===== config.mk =====
export PLATFORM = sky130hd
export DESIGN_NAME = gffr_cfg
export DESIGN_NICKNAME = d
export VERILOG_FILES = /design/src/rtl/gffr_pkg.sv /design/src/rtl/gffr_cfg.sv
export SDC_FILE = /design/constraint.sdc
export NUM_CORES = 1
export LEC_CHECK = 0
export ABC_AREA = 1
export ABC_CLOCK_PERIOD_IN_PS = 2000
export BUFFER_PORTS_ARGS = -buffer_cell sky130_fd_sc_hd__buf_4
export CORE_UTILIZATION = 37
export CTS_BUF_LIST = sky130_fd_sc_hd__clkbuf_4 sky130_fd_sc_hd__clkbuf_8
export CTS_CLUSTER_DIAMETER = 50
export CTS_CLUSTER_SIZE = 28
export DETAILED_ROUTE_END_ITERATION = 7
export PLACE_DENSITY_LB_ADDON = 0.05
export SYNTH_ARGS = -nofsm -noshare
export SYNTH_HDL_FRONTEND = slang
export SYNTH_SLANG_ARGS = --single-unit

===== constraint.sdc =====
create_clock -name i_clk -period 2 [get_ports i_clk]
set_clock_uncertainty 0.05 [all_clocks]
set_input_delay 0.4 -clock i_clk [delete_from_list [all_inputs] [get_ports i_clk]]
set_output_delay 0.4 -clock i_clk [all_outputs]
set_load 0.05 [all_outputs]

===== src/rtl/gffr_pkg.sv =====
`default_nettype none

package gffr_pkg;

    // Grid limits
    localparam int MAX_COLS = 64;
    localparam int MAX_ROWS = 64;

    // Derived widths
    localparam int ROW_W   = $clog2(MAX_ROWS);
    localparam int CNT_W   = $clog2(MAX_ROWS + 1);
    localparam int WIDTH_W = 7;
    localparam int COL_W   = 64;
    localparam int APB_AW  = 3;
    localparam int APB_DW  = 32;

    // Register map, word index taken from paddr[2]
    localparam logic REG_ROW_WIDTH = 1'b0;
    localparam logic [WIDTH_W-1:0] ROW_WIDTH_RESET = WIDTH_W'(MAX_COLS);

    // Input item
    typedef struct packed {
        logic [COL_W-1:0] wall_mask;
        logic             start_here;
        logic [5:0]       start_col;
        logic             last_row;
    } t_in_item;

    // Result item
    typedef struct packed {
        logic [COL_W-1:0] reach_mask;
        logic [5:0]       row_number;
        logic             last_out;
    } t_out_item;

    // Controller states
    typedef enum logic [2:0] {
        S_IDLE,
        S_PRIME_A,
        S_PRIME_B,
        S_SWEEP,
        S_PASS_END,
        S_OUT_RD,
        S_OUT_EMIT
    } t_state;

    // Controller to datapath commands
    typedef struct packed {
        logic             load;
        logic             first_pass;
        logic             clr_changed;
        logic             prime;
        logic             sweep;
        logic             emit;
        logic             finish;
        logic             has_next;
        logic             last;
        logic [ROW_W-1:0] row;
        logic [ROW_W-1:0] reach_addr;
        logic [ROW_W-1:0] wall_addr;
    } t_dp_cmd;

    // Datapath to controller status
    typedef struct packed {
        logic [ROW_W-1:0] last_idx;
        logic             changed;
    } t_dp_status;

    // Columns in use; zero acts as one, anything above the limit as the limit
    function automatic logic [COL_W-1:0] col_mask(input logic [WIDTH_W-1:0] w);
        logic [WIDTH_W-1:0] wc;
        wc = w;
        if (wc > WIDTH_W'(MAX_COLS)) wc = WIDTH_W'(MAX_COLS);
        if (wc == '0) wc = WIDTH_W'(1);
        return ~({COL_W{1'b1}} << wc);
    endfunction

endpackage

`default_nettype wire


===== src/rtl/gffr_cfg.sv =====
`default_nettype none

module gffr_cfg (
    input  wire logic                           i_clk,
    input  wire logic                           i_rst_n,
    input  wire logic                           psel,
    input  wire logic                           penable,
    input  wire logic                           pwrite,
    input  wire logic [gffr_pkg::APB_AW-1:0]    paddr,
    input  wire logic [gffr_pkg::APB_DW-1:0]    pwdata,
    output logic      [gffr_pkg::APB_DW-1:0]    prdata,
    output logic                                pready,
    output logic      [gffr_pkg::COL_W-1:0]     o_cols
);

    logic [gffr_pkg::WIDTH_W-1:0] r_row_width;
    logic                         wr_en;

    // Write on the access phase
    assign wr_en = psel && penable && pwrite && (paddr[2] == gffr_pkg::REG_ROW_WIDTH);

    always_ff @(posedge i_clk) begin
        if (!i_rst_n) begin
            r_row_width <= gffr_pkg::ROW_WIDTH_RESET;
        end else if (wr_en) begin
            r_row_width <= pwdata[gffr_pkg::WIDTH_W-1:0];
        end
    end

    // Read back
    always_comb begin
        prdata = '0;
        if (paddr[2] == gffr_pkg::REG_ROW_WIDTH) begin
            prdata = gffr_pkg::APB_DW'(r_row_width);
        end
    end

    assign pready = 1'b1;
    assign o_cols = gffr_pkg::col_mask(r_row_width);

endmodule

`default_nettype wire


# After elaboration in Yosys (flattened, before gate mapping)
# Cells that the tools add are included.
# op_classes
bitwise,2
reduce_logical,4
mux,3
n_shift,1
order_cmp,1
# op_table
op,count
$not 64->64,1
$shl 64x7->64 const A,1
$mux 7,3
$gt 7x7->1 const B,1
$logic_not 7->1,1
$logic_and 1x1->1,3
$not 1->1,1
# word_totals
register_bits,7
output_inout_bits,97

# Depth between registers and ports, before layout
# logic_depth
ltp_word,6
mapped_depth,8
ltp_nobuf,8

# Worst setup path before layout
# No wires, ideal clock.
# synth_timing
path_kind,reg2out
startpoint,register r_row_width[4] (netlist name)
endpoint,output port o_cols[28] (netlist name)
path_slack_ns,-0.670
stages_incl_launch_ff,6
t_required_ns,1.550
arrival_ns,2.220
cell_sequence,dfxtp_1 buf_4 nand2_1 o21ai_0 nand2_1 inv_1
# synth_via
elab_chain_len,6
# synth_lines
element,line_no,rtl
start: declaration,gffr_cfg.sv:16,logic [gffr_pkg::WIDTH_W-1:0] r_row_width;
start signal: assignment,gffr_cfg.sv:24,r_row_width <= gffr_pkg::ROW_WIDTH_RESET;
start signal: assignment,gffr_cfg.sv:26,r_row_width <= pwdata[gffr_pkg::WIDTH_W-1:0];
$gt 7x7->1,gffr_pkg.sv:73,if (wc > WIDTH_W'(MAX_COLS)) wc = WIDTH_W'(MAX_COLS);
$mux 7 *,gffr_pkg.sv:73,
$logic_not 7->1,gffr_pkg.sv:74,if (wc == '0) wc = WIDTH_W'(1);
$mux 7 *,gffr_pkg.sv:74,
$shl 64x7->64 *,gffr_pkg.sv:75,return ~({COL_W{1'b1}} << wc);
$not 64->64 *,gffr_pkg.sv:75,
end: declaration,gffr_cfg.sv:13,output logic [gffr_pkg::COL_W-1:0] o_cols
# Mark *: on every way between the ends. The rest lies on a longest branch, timed or not.

# Final worst setup path
# layout_timing
startpoint,register r_row_width[0] (netlist name)
endpoint,output port o_cols[32] (netlist name)
# Same word-level chain as after synthesis.

==> metrics.csv <==
stage,metric,value,unit
placed_design,Inst Count DP,332,
synthesis,top cell type's share of synthesized area,0.1859,
floorplan,die height,58.26,um
detailed_routing,vias per cell,4.432,
global_routing,total grt overflow,0,
placed_design,Detail Placement HPWL,2973,um
setup_path,startpoint types,flop,
power_and_ir_drop,Internal,0.3879,mW
detailed_routing,drt wl/cell,11.06,um
global_routing,first-pass GRT wire length,5582,um
floorplan,total die area,3394,um2
floorplan,row cnt,20,
layout,"Net count, final",351,
sta,Final Cycle Share,0.9846,
power_and_ir_drop,net switching power,0.4952,mW
detailed_routing,initial drt markers,66,
synthesis,Netlist cell types,26,
global_routing,largest net degree at the start of global routing,16,
cts,clock sinks,7,
sta,RSZ-0062 raised after global routing,yes,
layout,Layout Cells excl Fill,354,
floorplan,# IOs,137,
detailed_routing,# DRC,0,
synthesis,Synth Cell Area,1171,um2
synthesis,syn_area_per_cell,5.577,um2
cts,Longest Clk Path Bufs,2,
layout,Top Registers,r_row_width: 7 flops,
synthesis,Syn Inst Count,210,
setup_path,Setup crit end kind,primary output,
layout,register name with the most flops,r_row_width,
sta,Fmax,507.8,MHz
synthesis,Yosys reg bits,7,
cts,cts bufs inserted,3,
run_status,outcome,"finished, final reports clean",
sta,Final setup viols,0,
detailed_routing,drt first pass iters,4,
synthesis,Async SR Flop Fraction,0,
synthesis,"Top FF cell, synth",dfxtp_1,
synthesis,"count leader, synth",nand2_1,
power_and_ir_drop,sequential power share,0.174,
floorplan,die width,58.26,um
placed_design,pre-CTS setup slack,0.08777,ns
synthesis,YS warnings,0,
synthesis,Post-synth EDFFs,0,
setup_path,critical path arrival,1.52,ns
detailed_routing,number of vias in the routed layout,1569,
layout,fillers,287,
cts,Clock Latency Late Sink,0.25,ns
synthesis,most area-hungry cell type in the Yosys netlist,buf_4,
power_and_ir_drop,clock share of power,0.158,
synthesis,"top cells by area, synth","buf_4, nand2_1, dfxtp_1, o21ai_0, inv_1",
detailed_routing,Antenna Nets Post-Route,0,
global_routing,initial antenna violation count,0,
global_routing,GRT Overall Usage,0.2092,
floorplan,Starting Density,0.3868,
setup_path,WS Path Type,flop to primary output,
synthesis,register area share after synthesis,0.1197,
layout,max reg flops,7,
power_and_ir_drop,pwr dens,416.4,nW/um2
layout,Area Growth Syn to Fin,81.09,%
sta,Tmin final,1.969,ns
setup_path,Worst EP required,1.55,ns
power_and_ir_drop,Switching Share,0.5607,
setup_path,worst-path fanout max,5,
power_and_ir_drop,Design Power,0.8831,mW
floorplan,Core Region,3028,um2
cts,Root Buffer,clkbuf_4,
sta,Worst Slack Setup Final,0.03077,ns
placed_design,number of I/O port buffers,82,
placed_design,Final GP Congestion,0.8491,
min_path,HP Class,input pin to flop,
cts,hold_buf cts,0,
layout,# diodes,0,
layout,fraction of layout cells with a size suffix above 1,0.5258,
power_and_ir_drop,Peak VDD IR,0.2751,mV
sta,pins over their slew limit,0,
power_and_ir_drop,Combinational Power Share,0.668,
cts,deepest level of the CTS H-tree,1,
cts,Worst-path clk slew,0.05,ns
sta,Fin. Hold Viols,0,
run,maxcap violations,0,
global_routing,vias in the first global route,1222,
synthesis,most frequent cells after synthesis,"nand2_1, buf_4, inv_1",
detailed_routing,WL final,3914,um
cts,CTS tree,built,
power_and_ir_drop,leakage,1.014,nW
-- critical path, stage by stage (launching register included) --
cell     delay (ns)
dfxtp_1        0.34
inv_2          0.14
nand2_1        0.10
nand2_1        0.15
nand2_2        0.10
inv_2          0.06
nand2_1        0.08
nand2_1        0.08
nand2_2        0.06
buf_8          0.16
-- final cells by class --
cell class | count | area, um2 | area share
timing repair buffer | 107 | 867.1 | 0.4089
clock buffer | 4 | 30.03 | 0.01416
inverter | 30 | 127.6 | 0.06018
sequential | 7 | 157.7 | 0.07434
multi-input combinational | 162 | 883.3 | 0.4165
tap | 44 | 55.05 | 0.02596
-- power by group through the flow --
stage                     combinational (mW)  sequential, mW  clock, mW
final                                  0.590           0.154      0.139
after detailed placement               0.541           0.158          0
after global routing                   0.615           0.155      0.152
after floorplan                        0.461           0.152          0
after global placement                 0.541           0.158          0
after CTS                              0.554           0.155      0.145
-- timing repair --
| action | 4_1_cts | 5_1_grt |
|---|---|---|
| resized for setup | 11 | 38 |
| endpoints found under the setup margin | 46 | 36 |
| buffers inserted | 8 | 10 |
| pin swaps | 3 | 5 |
-- per-layer routing --
layer,GRT usage,vias up,share of wire
met5,0,-,0
met4,0.07143,0,0.0084
met3,0.02679,4,0.058
met2,0.3448,72,0.49
met1,0.2803,689,0.44
li1,-,804,-
-- cells in the final DEF (no fill, tap or decap), types with 2 or more instances in the layout --
cell type	n
o21ai_0	11
nor2_1	10
buf_4	92
o211ai_1	3
a21oi_1	8
nand3_4	2
buf_6	13
nand2_1	50
a21oi_4	2
dfxtp_2	2
o21ai_1	10
clkbuf_4	4
a21oi_2	2
o21ai_2	5
inv_2	8
clkinvlp_4	2
nand2_2	9
conb_1	27
inv_1	18
nor2_4	6
nand2_4	2
buf_8	2
o21ai_4	2
dfxtp_4	4
nand3_1	7
-- worst paths after layout --
kind | endpoint | from | cells past startpoint | slack [ns]
worst max register to register | r_row_width[3] | r_row_width[3] | 3 | 1.01
worst min-delay path | r_row_width[6] | pwdata[6] | 3 | 0.32
worst min register to register | r_row_width[1] | r_row_width[1] | 2 | 0.52
worst max-delay path | o_cols[32] | r_row_width[0] | 9 | 0.03
-- kinds of logic after synthesis --
| kind of cell | Yosys count | synth area share |
|---|---|---|
| AO/OA/AOI/OAI | 44 | 0.1998 |
| buffers and inverters | 66 | 0.3173 |
| flip-flops | 7 | 0.1197 |
| other | 2 | 0.006413 |
| AND/OR/NAND/NOR | 91 | 0.3568 |
-- through the flow --
stage               utilization  area, um2  TNS [ns]  hold WS, ns
finish                   0.7004       2121         0       0.3200
global route             0.7004       2121   -0.4657       0.3433
CTS                      0.6326       1916         0       0.3148
detailed placement       0.5950       1802         0       0.5624
global placement         0.5950       1802         0       0.5600
floorplan                     -       1335    -1.646       0.4486
Note: power is estimated with default switching activity, not from simulation.
