<file path="config.mk">
export PLATFORM = sky130hd
export DESIGN_NAME = gffr_ctrl
export DESIGN_NICKNAME = d
export VERILOG_FILES = /design/src/rtl/gffr_pkg.sv /design/src/rtl/gffr_ctrl.sv
export SDC_FILE = /design/constraint.sdc
export NUM_CORES = 1
export LEC_CHECK = 0
export BUFFER_PORTS_ARGS = -buffer_cell sky130_fd_sc_hd__buf_4
export CAP_MARGIN = 20
export CELL_PAD_IN_SITES_DETAIL_PLACEMENT = 0
export CELL_PAD_IN_SITES_GLOBAL_PLACEMENT = 2
export CORE_AREA = 2 2 67 69
export DETAILED_ROUTE_END_ITERATION = 12
export DIE_AREA = 0 0 69 71
export HOLD_SLACK_MARGIN = 0.03
export PLACE_DENSITY_LB_ADDON = 0.1
export SLEW_MARGIN = 15
export SYNTH_ARGS = -nofsm -noshare
export SYNTH_HDL_FRONTEND = slang
export SYNTH_SLANG_ARGS = --single-unit
export TNS_END_PERCENT = 20
</file>
<file path="constraint.sdc">
create_clock -name i_clk -period 1.8 [get_ports i_clk]
set_clock_uncertainty 0.2 [all_clocks]
set_input_delay 0.27 -clock i_clk [delete_from_list [all_inputs] [get_ports i_clk]]
set_output_delay 0.27 -clock i_clk [all_outputs]
set_load 0.01 [all_outputs]
</file>
<file path="src/rtl/gffr_pkg.sv">
`default_nettype none

package gffr_pkg;

    // Grid limits
    localparam int MAX_COLS = 64;
    localparam int MAX_ROWS = 64;

    // Derived widths
    localparam int ROW_W   = $clog2(MAX_ROWS);
    localparam int CNT_W   = $clog2(MAX_ROWS + 1);
    localparam int WIDTH_W = 7;
    localparam int COL_W   = 64;
    localparam int APB_AW  = 3;
    localparam int APB_DW  = 32;

    // Register map, word index taken from paddr[2]
    localparam logic REG_ROW_WIDTH = 1'b0;
    localparam logic [WIDTH_W-1:0] ROW_WIDTH_RESET = WIDTH_W'(MAX_COLS);

    // Input item
    typedef struct packed {
        logic [COL_W-1:0] wall_mask;
        logic             start_here;
        logic [5:0]       start_col;
        logic             last_row;
    } t_in_item;

    // Result item
    typedef struct packed {
        logic [COL_W-1:0] reach_mask;
        logic [5:0]       row_number;
        logic             last_out;
    } t_out_item;

    // Controller states
    typedef enum logic [2:0] {
        S_IDLE,
        S_PRIME_A,
        S_PRIME_B,
        S_SWEEP,
        S_PASS_END,
        S_OUT_RD,
        S_OUT_EMIT
    } t_state;

    // Controller to datapath commands
    typedef struct packed {
        logic             load;
        logic             first_pass;
        logic             clr_changed;
        logic             prime;
        logic             sweep;
        logic             emit;
        logic             finish;
        logic             has_next;
        logic             last;
        logic [ROW_W-1:0] row;
        logic [ROW_W-1:0] reach_addr;
        logic [ROW_W-1:0] wall_addr;
    } t_dp_cmd;

    // Datapath to controller status
    typedef struct packed {
        logic [ROW_W-1:0] last_idx;
        logic             changed;
    } t_dp_status;

    // Columns in use; zero acts as one, anything above the limit as the limit
    function automatic logic [COL_W-1:0] col_mask(input logic [WIDTH_W-1:0] w);
        logic [WIDTH_W-1:0] wc;
        wc = w;
        if (wc > WIDTH_W'(MAX_COLS)) wc = WIDTH_W'(MAX_COLS);
        if (wc == '0) wc = WIDTH_W'(1);
        return ~({COL_W{1'b1}} << wc);
    endfunction

endpackage

`default_nettype wire

</file>
<file path="src/rtl/gffr_ctrl.sv">
`default_nettype none

module gffr_ctrl (
    input  wire logic                 i_clk,
    input  wire logic                 i_rst_n,
    input  wire logic                 i_start,
    input  wire logic                 i_last_row,
    input  wire gffr_pkg::t_dp_status i_status,
    output gffr_pkg::t_dp_cmd         o_cmd,
    output logic                      o_busy
);

    gffr_pkg::t_state                r_state, n_state;
    logic [gffr_pkg::ROW_W-1:0]      r_row, n_row;
    logic                            r_first, n_first;
    logic                            accept;
    logic                            at_last;

    assign o_busy  = (r_state != gffr_pkg::S_IDLE);
    assign accept  = i_start && !o_busy;
    assign at_last = (r_row == i_status.last_idx);

    always_ff @(posedge i_clk) begin
        if (!i_rst_n) begin
            r_state <= gffr_pkg::S_IDLE;
            r_row   <= '0;
            r_first <= 1'b0;
        end else begin
            r_state <= n_state;
            r_row   <= n_row;
            r_first <= n_first;
        end
    end

    // Next state
    always_comb begin
        n_state = r_state;
        n_row   = r_row;
        n_first = r_first;
        case (r_state)
            gffr_pkg::S_IDLE: begin
                if (accept && i_last_row) begin
                    n_state = gffr_pkg::S_PRIME_A;
                    n_first = 1'b1;
                end
            end
            gffr_pkg::S_PRIME_A: begin
                n_state = gffr_pkg::S_PRIME_B;
            end
            gffr_pkg::S_PRIME_B: begin
                n_state = gffr_pkg::S_SWEEP;
                n_row   = '0;
            end
            gffr_pkg::S_SWEEP: begin
                if (at_last) begin
                    n_state = gffr_pkg::S_PASS_END;
                end else begin
                    n_row = r_row + gffr_pkg::ROW_W'(1);
                end
            end
            gffr_pkg::S_PASS_END: begin
                n_first = 1'b0;
                n_row   = '0;
                if (i_status.changed) begin
                    n_state = gffr_pkg::S_PRIME_A;
                end else begin
                    n_state = gffr_pkg::S_OUT_RD;
                end
            end
            gffr_pkg::S_OUT_RD: begin
                n_state = gffr_pkg::S_OUT_EMIT;
            end
            gffr_pkg::S_OUT_EMIT: begin
                if (at_last) begin
                    n_state = gffr_pkg::S_IDLE;
                end else begin
                    n_state = gffr_pkg::S_OUT_RD;
                    n_row   = r_row + gffr_pkg::ROW_W'(1);
                end
            end
            default: begin
                n_state = gffr_pkg::S_IDLE;
            end
        endcase
    end

    // Commands
    always_comb begin
        o_cmd            = '0;
        o_cmd.first_pass = r_first;
        o_cmd.row        = r_row;
        o_cmd.has_next   = !at_last;
        o_cmd.last       = at_last;
        case (r_state)
            gffr_pkg::S_IDLE: begin
                o_cmd.load = accept;
            end
            gffr_pkg::S_PRIME_A: begin
                o_cmd.clr_changed = 1'b1;
                o_cmd.reach_addr  = '0;
            end
            gffr_pkg::S_PRIME_B: begin
                o_cmd.prime      = 1'b1;
                o_cmd.reach_addr = gffr_pkg::ROW_W'(1);
                o_cmd.wall_addr  = '0;
            end
            gffr_pkg::S_SWEEP: begin
                o_cmd.sweep      = 1'b1;
                o_cmd.reach_addr = r_row + gffr_pkg::ROW_W'(2);
                o_cmd.wall_addr  = r_row + gffr_pkg::ROW_W'(1);
            end
            gffr_pkg::S_PASS_END: begin
                o_cmd.reach_addr = '0;
            end
            gffr_pkg::S_OUT_RD: begin
                o_cmd.reach_addr = r_row;
            end
            gffr_pkg::S_OUT_EMIT: begin
                o_cmd.emit   = 1'b1;
                o_cmd.finish = at_last;
            end
            default: begin
                o_cmd.reach_addr = '0;
            end
        endcase
    end

endmodule

`default_nettype wire

</file>
== After elaboration in Yosys (flattened, before gate mapping) ==
Index checks and enable logic that the tools add are counted.

* Register bits after elaboration: 10
* Output and inout port bits: 28
* Word-level logic and storage cells: 44

* $add $sub $neg: 2
* Eq/ne operators: 10
* Multiplexer cells: 16
* Reductions and logical operators: 13

{| class="wikitable"
|+ Operators with widths
! cell !! count
|-
| $pmux 3 s7 || 1
|-
| $pmux 6 s3 || 1
|-
| $mux 3 || 4
|-
| $mux 6 || 2
|-
| $pmux 6 s2 || 1
|-
| $eq 3x3->1 const B || 3
|-
| $add 6x1->6 const B || 1
|-
| $add 6x2->6 const B || 1
|-
| $eq 3x2->1 const B || 2
|-
| $eq 6x6->1 || 1
|-
| $ne 2x2->1 const B || 3
|-
| $reduce_and 2->1 || 3
|-
| $mux 1 || 5
|-
| $reduce_bool 2->1 || 2
|-
| $reduce_or 2->1 || 2
|-
| $eq 3x1->1 const B || 1
|-
| $logic_not 3->1 || 1
|-
| $reduce_bool 3->1 || 1
|-
| $logic_and 1x1->1 || 2
|-
| $logic_not 1->1 || 2
|-
| $mux 2 || 1
|-
| $pmux 1 s2 || 1
|}

== Logic depth before layout (Yosys ltp) ==
Gate-level depths: netlist (run 1).

* Word-level depth: 6
* Depth in mapped cells: 8
* Mapped depth without buffers: 7

== Least setup slack after synthesis (run 1) ==
Ideal clock, no wire load.

* Kind: flip-flop to output port
* Start: register r_row[4] (netlist name)
* End: output o_cmd[20] (netlist name)
* Arrival time: 1,588 ps
* Data required time: 1,330 ps
* Setup slack: -258 ps
* Stages on the path, launching flop included: 7
* Path buffers: 1
* Cells stage by stage: dfxtp_1 -> buf_6 -> xor2_2 -> nor4_4 -> and2_2 -> inv_1 -> nor2_1

{| class="wikitable"
|+ RTL lines
! item !! RTL line !! text
|-
| from (decl) || gffr_ctrl.sv:14 || <nowiki>logic [gffr_pkg::ROW_W-1:0] r_row, n_row;</nowiki>
|-
| from (signal assigned) || gffr_ctrl.sv:30 || <nowiki>r_row <= n_row;</nowiki>
|-
| to (decl) || gffr_ctrl.sv:9 || <nowiki>output gffr_pkg::t_dp_cmd o_cmd,</nowiki>
|}

==> flow_summary.json, run 1 <==
{
  "area_growth_pct": 84.2,
  "antenna_found_initial": 0,
  "firstDrtPassIters": 4,
  "root_buffer": "clkbuf_8",
  "cts.path.max_buffers": 2,
  "seq_area_frac_synth_pct": 21.8,
  "grt-ovfl-total": 0,
  "crit_path_end_kind": "output pin",
  "worst-setup-path-type": "flip-flop to output pin",
  "n_fill_cell": 448,
  "via_count": 1110,
  "synth_area_per_cell_um2": 7.79,
  "setup_tns_ns": -0.514,
  "nets": 197,
  "pin_count": 39,
  "dp.cells": 227,
  "cts_tree": "built",
  "grt_pass1_vias": 1168,
  "violations": "setup timing",
  "coreArea_mm2": 0.00420,
  "grt_max_degree": 14,
  "finalPower_mw": 0.634,
  "worst_path_max_delay_cell": "dfxtp_2",
  "p_leak_nw": 0.758,
  "wl_per_cell_um": 14.2,
  "synth_cells": 118,
  "hp-class": "input port to flip-flop",
  "dp_slack_ns": -0.0830,
  "cts_made_buffers": 3,
  "relSlewSlack_pct": 73.3,
  "final_cell_mix": "buf_4 (62), nor2_1 (10), buf_6 (9)",
  "ys_warn_count": 0,
  "drv_cap": 0,
  "status": "finished with violations",
  "cp_cell_sequence": "xor2_2 > nor4_4 > and2_4 > inv_4 > nor2_4 > buf_6",
  "io_buffers": 38,
  "p_per_area_mw_per_mm2": 375,
  "insertion_delay_ns": 0.24,
  "die_w_um": 69,
  "ant_nets": 0,
  "numClockSinks": 10,
  "synth_nets": 131,
  "avgViaCountPerCell": 4.74,
  "num_rows": 24,
  "vdd_drop_max_v": 0.000202,
  "gp_congestion": 0.821,
  "slew_violations": 0,
  "critical_path_required_ns": 1.33,
  "drt-initial-drc-count": 38,
  "cpLargestDelayFamily": "simple AND/OR/NAND/NOR gates",
  "path_buf_inv": 2,
  "slowest_delay_ns": 0.33,
  "start_util_pct": 21.9,
  "period_share_pct": 106,
  "worstMarginPinSlew_ns": 0.391,
  "netlist_area_um2": 920,
  "drc_errors": 0,
  "setup_viol": 10,
  "dieArea_mm2": 0.00490,
  "drive_gt1_share_pct": 62.6,
  "worst_slack_ns": -0.103,
  "grt_pass1_wl_um": 5400,
  "startpoint_type": "flip-flop",
  "fp.dieH_um": 71,
  "final_util_pct": 40.3,
  "synth.top_cell.area_share_pct": 21.8,
  "diodes": 0,
  "netlist_top_cells_area": "dfxtp_1 (22%), nor2_1 (5.3%), xor2_1 (4.8%)",
  "dpl.hpwl_um": 2550,
  "finalCriticalPeriod_ns": 1.90,
  "synth.distinct_cells": 46,
  "final_cells": 234,
  "hold_buffers": 0,
  "worstPathArrival_ns": 1.43,
  "rsz0062_at_grt": "true",
  "path_clk_slew_ns": 0.05,
  "ys_ff_latch": 10,
  "htreeDepth": 1,
  "crit_fanout": 3,
  "grt_usage_pct": 13.5,
  "fmax_ghz": 0.525,
  "routed_wl_um": 3330,
  "finalHoldViolations": 0,
  "yosys.area.top_type": "dfxtp_1",
  "final_common_cell": "buf_4"
}
[cell type report]
type	instances	area, um2	share of cell area, %
multi-input cells	90	763	45.1
flip-flops and latches	10	225	13.3
clock buffers	3	41.3	2.44
repair buffers	71	567	33.5
inverters	8	32.5	1.92
well taps	52	65.1	3.84
[power by group]
group | total [mW] | switching, mW | internal, mW | leakage (nW)
registers | 0.233 | 0.0108 | 0.222 | 0.0867
clock network | 0.237 | 0.0907 | 0.147 | 0.0216
logic | 0.164 | 0.0769 | 0.0874 | 0.649
[final timing paths]
kind,start,endpoint,slack [ns],cells after the start
hold reg to reg,r_state[0]$_SDFFE_PN0P_,r_state[1]$_SDFFE_PN0P_,0.30,1
setup reg to reg,r_row[4]$_SDFFE_PN0P_,r_row[3]$_SDFFE_PN0P_,0,6
setup / recovery,r_row[4]$_SDFFE_PN0P_,o_cmd[20],-0.10,6
hold / removal,i_rst_n,r_state[2]$_SDFFE_PN0P_,0.11,2
[state kept, by name, summed over array words and instances, names as in the netlist]
register,count
r_first,1
r_row,6
r_state,3
[worst register-to-register path, cell delays in order, from the launching register on]
cell and delay [ns]:
dfxtp_2 0.33, xor2_2 0.15, nor4_4 0.29, buf_4 0.17, buf_6 0.11, a21oi_4 0.07, a221o_1 0.35
[logic make-up (layout without fill, tap and decap cells)]
kind of cell	Yosys count	count (layout)	share of synthesized area [%]
xor gates and xnor gates	7	7	7.48
DFF	10	10	21.8
and+or+nand+nor	42	42	26.5
AOI/OAI and AO/OA	38	38	30.5
adders and majority gates	2	2	2.72
buffers and inverters	18	82	9.80
muxes	1	1	1.22
[repair_timing]
action                     CTS  global route
setup endpoints to repair   22            23
pin swaps                   12             5
buffers inserted             4             0
resized for setup           42            12
[layer usage]
| layer | share of wire [%] | track usage (%) |
|---|---|---|
| met1 | 42 | 15.1 |
| met4 | 0.42 | 3.70 |
| met5 | 0 | 0 |
| met2 | 53 | 24.6 |
| met3 | 4.6 | 4.13 |
[Yosys cell counts (all sizes together)]
cell,instances
a2111oi,3
a211oi,2
a21boi,3
a21o,1
a21oi,6
a221o,3
a221oi,1
a22o,1
a22oi,1
a311oi,1
a31oi,3
a32o,2
and2,6
and3,1
buf,7
clkbuf,3
dfxtp,10
ha,2
inv,8
mux2,1
nand2,4
nand2b,3
nand3,1
nand3b,1
nand4,3
nor2,14
nor2b,3
nor3b,2
nor4,2
o211ai,1
o21a,2
o21ai,7
o31a,1
or2,1
or3,1
xnor2,1
xor2,6
[through the flow]
stage	hold slack, ns	instance area (um2)
after global placement	0.340	1450
after global routing	0.0992	1690
final	0.107	1690
after floorplan	0.198	946
after detailed placement	0.340	1450
after CTS	0.104	1650
No activity file was read; power rests on OpenSTA's default activity.
==> run 2: changes to the inputs <==
- SETUP_SLACK_MARGIN: default -> 0.05
==> flow_summary.json, run 2 (synthesis results as in run 1) <==
{
  "holdWs_ns": 0.107,
  "cts_made_buffers": 3,
  "period_share_pct": 106,
  "hp-start": "i_rst_n",
  "root_buffer": "clkbuf_8",
  "grt-ovfl-total": 0,
  "drt-initial-drc-count": 33,
  "pin_count": 39,
  "dp.cells": 227,
  "io_buffers": 38,
  "worstPathArrival_ns": 1.43,
  "cts.path.max_buffers": 2,
  "hold_buffers": 0,
  "ant_nets": 0,
  "die_w_um": 69,
  "p_per_area_mw_per_mm2": 368,
  "insertion_delay_ns": 0.24,
  "num_rows": 24,
  "ff_latch_area_um2": 225,
  "rsz0062_at_grt": "true",
  "dieArea_mm2": 0.00490,
  "p_int_mw": 0.458,
  "path_clk_slew_ns": 0.05,
  "finalHoldViolations": 0,
  "diodes": 0,
  "grt_pass1_wl_um": 5420,
  "n_fill_cell": 450,
  "crit_fanout": 3,
  "vdd_drop_max_v": 0.000202,
  "final_common_cell": "buf_4",
  "wl_per_cell_um": 14.3,
  "hp-class": "input port to flip-flop",
  "slew_violations": 0,
  "drive_gt1_share_pct": 65.4,
  "final_cells": 234,
  "drv_cap": 0,
  "setup_viol": 10,
  "worstMarginPinSlew_ns": 0.393,
  "final_cell_mix": "buf_4 (59), buf_6 (11), nor2_1 (7)",
  "routed_wl_um": 3360,
  "top_register": "r_row",
  "final_util_pct": 41.2,
  "critical_path_required_ns": 1.33,
  "numClockSinks": 10,
  "fp.dieH_um": 71,
  "swShare_pct": 28.2,
  "relSlewSlack_pct": 73.1,
  "htreeDepth": 1,
  "multi_input_area_um2": 786,
  "antenna_found_initial": 0,
  "combPwrFrac_pct": 26.3,
  "avgViaCountPerCell": 4.79,
  "p_switching_mw": 0.180,
  "gp_congestion": 0.821,
  "r2r-start": "r_row[1]$_SDFFE_PN0P_",
  "via_count": 1122,
  "largest_reg_flops": 6,
  "nets": 197,
  "dpl.hpwl_um": 2550,
  "area_growth_pct": 88.3,
  "finalPower_mw": 0.638,
  "crit_start": "r_row[4]$_SDFFE_PN0P_",
  "coreArea_mm2": 0.00420,
  "clkPwrFrac_pct": 37.2,
  "cts_tree": "built",
  "crit_path_end_kind": "output pin",
  "start_util_pct": 21.9,
  "worst-setup-path-type": "flip-flop to output pin",
  "finalCriticalPeriod_ns": 1.90,
  "startpoint_type": "flip-flop",
  "fmax_ghz": 0.526,
  "status": "finished with violations",
  "top_regs": "r_row x6, r_state x3, r_first x1",
  "worst_slack_ns": -0.102,
  "violations": "setup timing",
  "drc_errors": 0,
  "setup_tns_ns": -0.542,
  "p_leak_nw": 0.763,
  "grt_max_degree": 14,
  "firstDrtPassIters": 4,
  "pwr-share-seq_pct": 36.5,
  "grt_pass1_vias": 1168,
  "grt_usage_pct": 13.5
}
## run 2: timing repair
item | 4_1_cts | 5_1_grt
setup buffers | 4 | 0
pin swaps | 15 | 6
endpoints found under the setup margin | 23 | 25
resized for setup | 47 | 17
## run 2: cell type report
| cell class | count | share of cell area, % |
|---|---|---|
| Clock buffer | 3 | 2.38 |
| Sequential cell | 10 | 13.0 |
| Multi-Input combinational cell | 90 | 45.4 |
| Timing Repair Buffer | 71 | 33.6 |
| Tap cell | 52 | 3.76 |
| Inverter | 8 | 1.88 |
## run 2: through the flow
step	setup slack [ns]	area (um2)
floorplan	-0.112	946
global placement	-0.0324	1450
detailed placement	-0.0830	1450
CTS	-0.134	1660
global route	-0.192	1730
finish	-0.102	1730
## run 2: power by group through the flow
| stage | Clock (mW) | Sequential (mW) | Combinational, mW |
|---|---|---|---|
| final | 0.237 | 0.233 | 0.168 |
| after CTS | 0.244 | 0.235 | 0.158 |
| after global routing | 0.258 | 0.234 | 0.183 |
| after global placement | 0 | 0.241 | 0.145 |
| after detailed placement | 0 | 0.240 | 0.146 |
| after floorplan | 0 | 0.235 | 0.0776 |
## run 2: worst paths after layout
kind / cells after the start / end / slack [ns]
worst max-delay path: 6 / o_cmd[20] / -0.10
worst min-delay path: 2 / r_state[2]$_SDFFE_PN0P_ / 0.11
worst max register to register: 6 / r_row[3]$_SDFFE_PN0P_ / 0
worst min register to register: 1 / r_state[1]$_SDFFE_PN0P_ / 0.31
## run 2: metal layers
layer / GRT usage [%] / vias to the layer above / wire length, um
li1: - / 549 / -
met1: 15.2 / 538 / 1390
met2: 24.7 / 31 / 1780
met3: 4.13 / 4 / 161
met4: 3.70 / 0 / 24
met5: 0 / - / 0
## run 2: worst max-delay path, stage by stage, from the launching register on
cell and delay (ns):
dfxtp_2 0.33, xor2_2 0.15, nor4_4 0.29, and2_4 0.21
inv_4 0.04, nor2_4 0.07, buf_6 0.10
